### src/dllp_ram.sv
// ============================================================================
// dllp_ram
// Generic single-write, single-read synchronous RAM with registered read.
// ============================================================================
module dllp_ram #(
    parameter int WIDTH = 8,
    parameter int DEPTH = 16
) (
    input  logic                     clk,
    input  logic                     we,
    input  logic [$clog2(DEPTH)-1:0] waddr,
    input  logic [WIDTH-1:0]         wdata,
    input  logic [$clog2(DEPTH)-1:0] raddr,
    output logic [WIDTH-1:0]         rdata
);

    logic [WIDTH-1:0] mem [DEPTH];

    always_ff @(posedge clk)
    begin
        if (we)
        begin
            mem[waddr] <= wdata;
        end
        rdata <= mem[raddr];
    end

endmodule

### config.mk
export PLATFORM = sky130hd
export DESIGN_NAME = dllp_ram
export DESIGN_NICKNAME = d
export VERILOG_FILES = /design/src/dllp_ram.sv
export SDC_FILE = /design/constraint.sdc
export NUM_CORES = 1
export LEC_CHECK = 0
export ABC_AREA = 1
export BUFFER_PORTS_ARGS = -buffer_cell sky130_fd_sc_hd__buf_4
export CORE_MARGIN = 8
export CORE_UTILIZATION = 35
export CTS_CLUSTER_DIAMETER = 100
export DETAILED_ROUTE_END_ITERATION = 6
export PLACE_DENSITY = 0.59
export RECOVER_POWER = 100
export SLEW_MARGIN = 20
export SYNTH_ARGS = -nofsm -noshare
export SYNTH_HDL_FRONTEND = slang
export SYNTH_SLANG_ARGS = --single-unit
### constraint.sdc
create_clock -name clk -period 3.55 [get_ports clk]
set_clock_uncertainty 0.15 [all_clocks]
set_input_delay 0.355 -clock clk [delete_from_list [all_inputs] [get_ports clk]]
set_output_delay 0.355 -clock clk [all_outputs]
set_load 0.02 [all_outputs]
==> out/qor.csv <==
stage,metric,value,unit
placement,Detailed Place HPWL,8.06,mm
detailed_routing,final WL,13.2,mm
synthesis,Post-Syn Instances,551,
synthesis,Synthesis Warnings,0,
synthesis,mapped cell area,0.00577,sq mm
detailed_routing,DRT iter0 DRCs,307,
placement,Port-buffer cells,25,
sta,count of final setup violators,0,
sta,Slew HR,-0.271,
critical_path,Required @ worst endpoint,3.71,ns
synthesis,syn_area_per_cell,10.5,sq um
detailed_routing,Met2 Wirelength,6.18,mm
sta,setup slack after layout,0.902,ns
cts,Longest Clk Path Bufs,2,
sta,Final Cycle Share,0.746,
critical_path,critical path class,in2reg,
detailed_routing,drc violations,0,
placement,routability cong.,0.787,
detailed_routing,top routing layer in use,met4,
sta,RSZ-0062 raised after global routing,false,
hold_path,Hold Path Class,in2reg,
synthesis,sequential share of the synthesized area,0.694,
cts,clk sinks,136,
finish,fin cells,804,
detailed_routing,total number of vias,3713,
critical_path,worst-path maximum fanout,65,
floorplanning,Initial Util,0.353,
sta,Worst Tran Pin Value,1.90,ns
floorplanning,Top Ports,26,
finish,Final Core Density,0.402,
run_status,failing checks,"capacitance limit, slew limit",
critical_path,critical path startpoint category,input port,
cts,clock root cell,clkbuf_16,
critical_path,WP buf/inv,2,
detailed_routing,ANT nets after route,0,
critical_path,r2r setup slk,2.29,ns
global_route,pin count of the biggest net entering global routing,66,
floorplanning,row cnt,47,
placement,Post-Place Worst Slack,1.09,ns
critical_path,CP max-delay cell,inv_1,
power,maximum vdd ir drop,398,uV
synthesis,Post-Syn Nets,569,
sta,max frequency,378,MHz
cts,Clock transition at path regs,0.06,ns
power,leakage,2.73,nW
flow_run,max_cap viols,1,
synthesis,post-synthesis register bit count,136,
cts,htree depth,4,
critical_path,Top Family by Delay on Critical Path,buffers and inverters,
placement,# placed instances,772,
floorplanning,DIE HEIGHT,144,um
sta,setup TNS,0,ns
detailed_routing,met3 WL,577,um
floorplanning,Die Footprint,0.0208,sq mm
cts,CTS buffer count,17,
cts,CTS tree,done,
sta,min Tclk post-route,2.65,ns
finish,# diodes,0,
detailed_routing,M1 WL,5.99,mm
detailed_routing,vias per cell,4.62,
critical_path,crit-path cells,"buf_4, inv_1, nand2_1, nand3_1, nand3_1, nand3_1, nand2_1",
finish,Area Growth Syn to Fin,14.1,%
run_status,status,"complete, but fails checks",
sta,final max-slew violation count,65,
sta,WHS,0.133,ns
cts,Hold Buf Count CTS,0,
critical_path,"Top cell by count, worst path",nand3_1,
global_route,initial antenna violation count,0,
power,Pwr Density,572,mW/mm^2
detailed_routing,Routed wire per std cell,16.4,um
synthesis,synth unique cells,12,
finish,design area,0.00658,sq mm
critical_path,Worst Path Arrival,2.80,ns
finish,fin nets,589,
detailed_routing,drt pass-1 iters,5,
floorplanning,die width,144,um
placement,Post-DP Area,0.00606,sq mm
cts,Skew-Pair Late Insertion Delay,0.42,ns
global_route,first-pass GRT wire length,20.3,mm
floorplanning,core area,0.0163,sq mm
cts,Setup Buffers After CTS,0,
finish,share of layout cells above drive strength 1,0.0599,
power,total chip power,3.76,mW
global_route,GRT Total Usage,0.135,
global_route,grt total ovfl,0,
critical_path,Crit. End Element,flop,
critical_path,delay of the slowest critical-path stage,1.45,ns
cts,Resized cells post-CTS,0,
global_route,number of global-route vias before repair,3695,
sta,Fin. Hold Viols,0,
-- state kept, by name, summed over array words and instances, names as in the netlist --
register / flops
mem: 128
rdata: 8
-- routing by layer --
| layer | vias to the layer above | track usage |
|---|---|---|
| met5 | - | 0 |
| met4 | 0 | 0.0690 |
| met3 | 29 | 0.0376 |
| met2 | 108 | 0.211 |
| met1 | 1762 | 0.169 |
| li1 | 1814 | - |
-- final cells by class --
| class | instances | area [sq um] |
|---|---|---|
| Sequential cell | 136 | 4000 |
| Inverter | 102 | 383 |
| Tap cell | 220 | 275 |
| Multi-Input combinational cell | 289 | 1210 |
| Fill cell | 1631 | 9770 |
| Clock buffer | 17 | 425 |
| Clock inverter | 15 | 160 |
| Timing Repair Buffer | 25 | 116 |
-- path summary, 6_finish.rpt --
check	from	end	depth (start not counted)
max	raddr[0]	rdata[3]	7
min	raddr[3]	rdata[6]	3
max reg2reg	mem[8][3]	rdata[3]	6
min reg2reg	mem[3][0]	rdata[0]	6
-- worst min-delay path, stage by stage --
cell and delay (ns):
buf_4 0.16, nand3_1 0.09, nand2_1 0.04
-- Yosys cell counts, drive strengths merged --
library cell  count  area share
dfxtp             8       0.028
buf              24       0.029
nor2             17       0.011
inv             102       0.066
nand2           173        0.11
nand3b            2      0.0026
edfxtp          128        0.67
nand3            97       0.084
-- logic make-up after synthesis --
logic type | share of synthesized area
and+or+nand+nor | 0.210
buffers and inverters | 0.0952
DFF | 0.694
-- power breakdown --
part / total, mW / internal, mW / switching, mW
Combinational: 0.217 / 0.0543 / 0.162
Sequential: 1.81 / 1.80 / 0.0108
Clock: 1.74 / 1.09 / 0.649
Total: 3.76 / 2.94 / 0.822
-- placed cells by master, fill, tap and decap left out, drive strengths merged --
| master | synthesis | layout |
|---|---|---|
| clkbuf | 0 | 36 |
| clkinvlp | 0 | 6 |
| buf | 24 | 6 |
| bufinv | 0 | 3 |
| dfxtp | 8 | 8 |
| inv | 102 | 102 |
| edfxtp | 128 | 128 |
| nor2 | 17 | 17 |
| nand3 | 97 | 97 |
| clkinv | 0 | 6 |
| nand3b | 2 | 2 |
| nand2 | 173 | 173 |
Note: power is estimated with default switching activity, not from simulation.
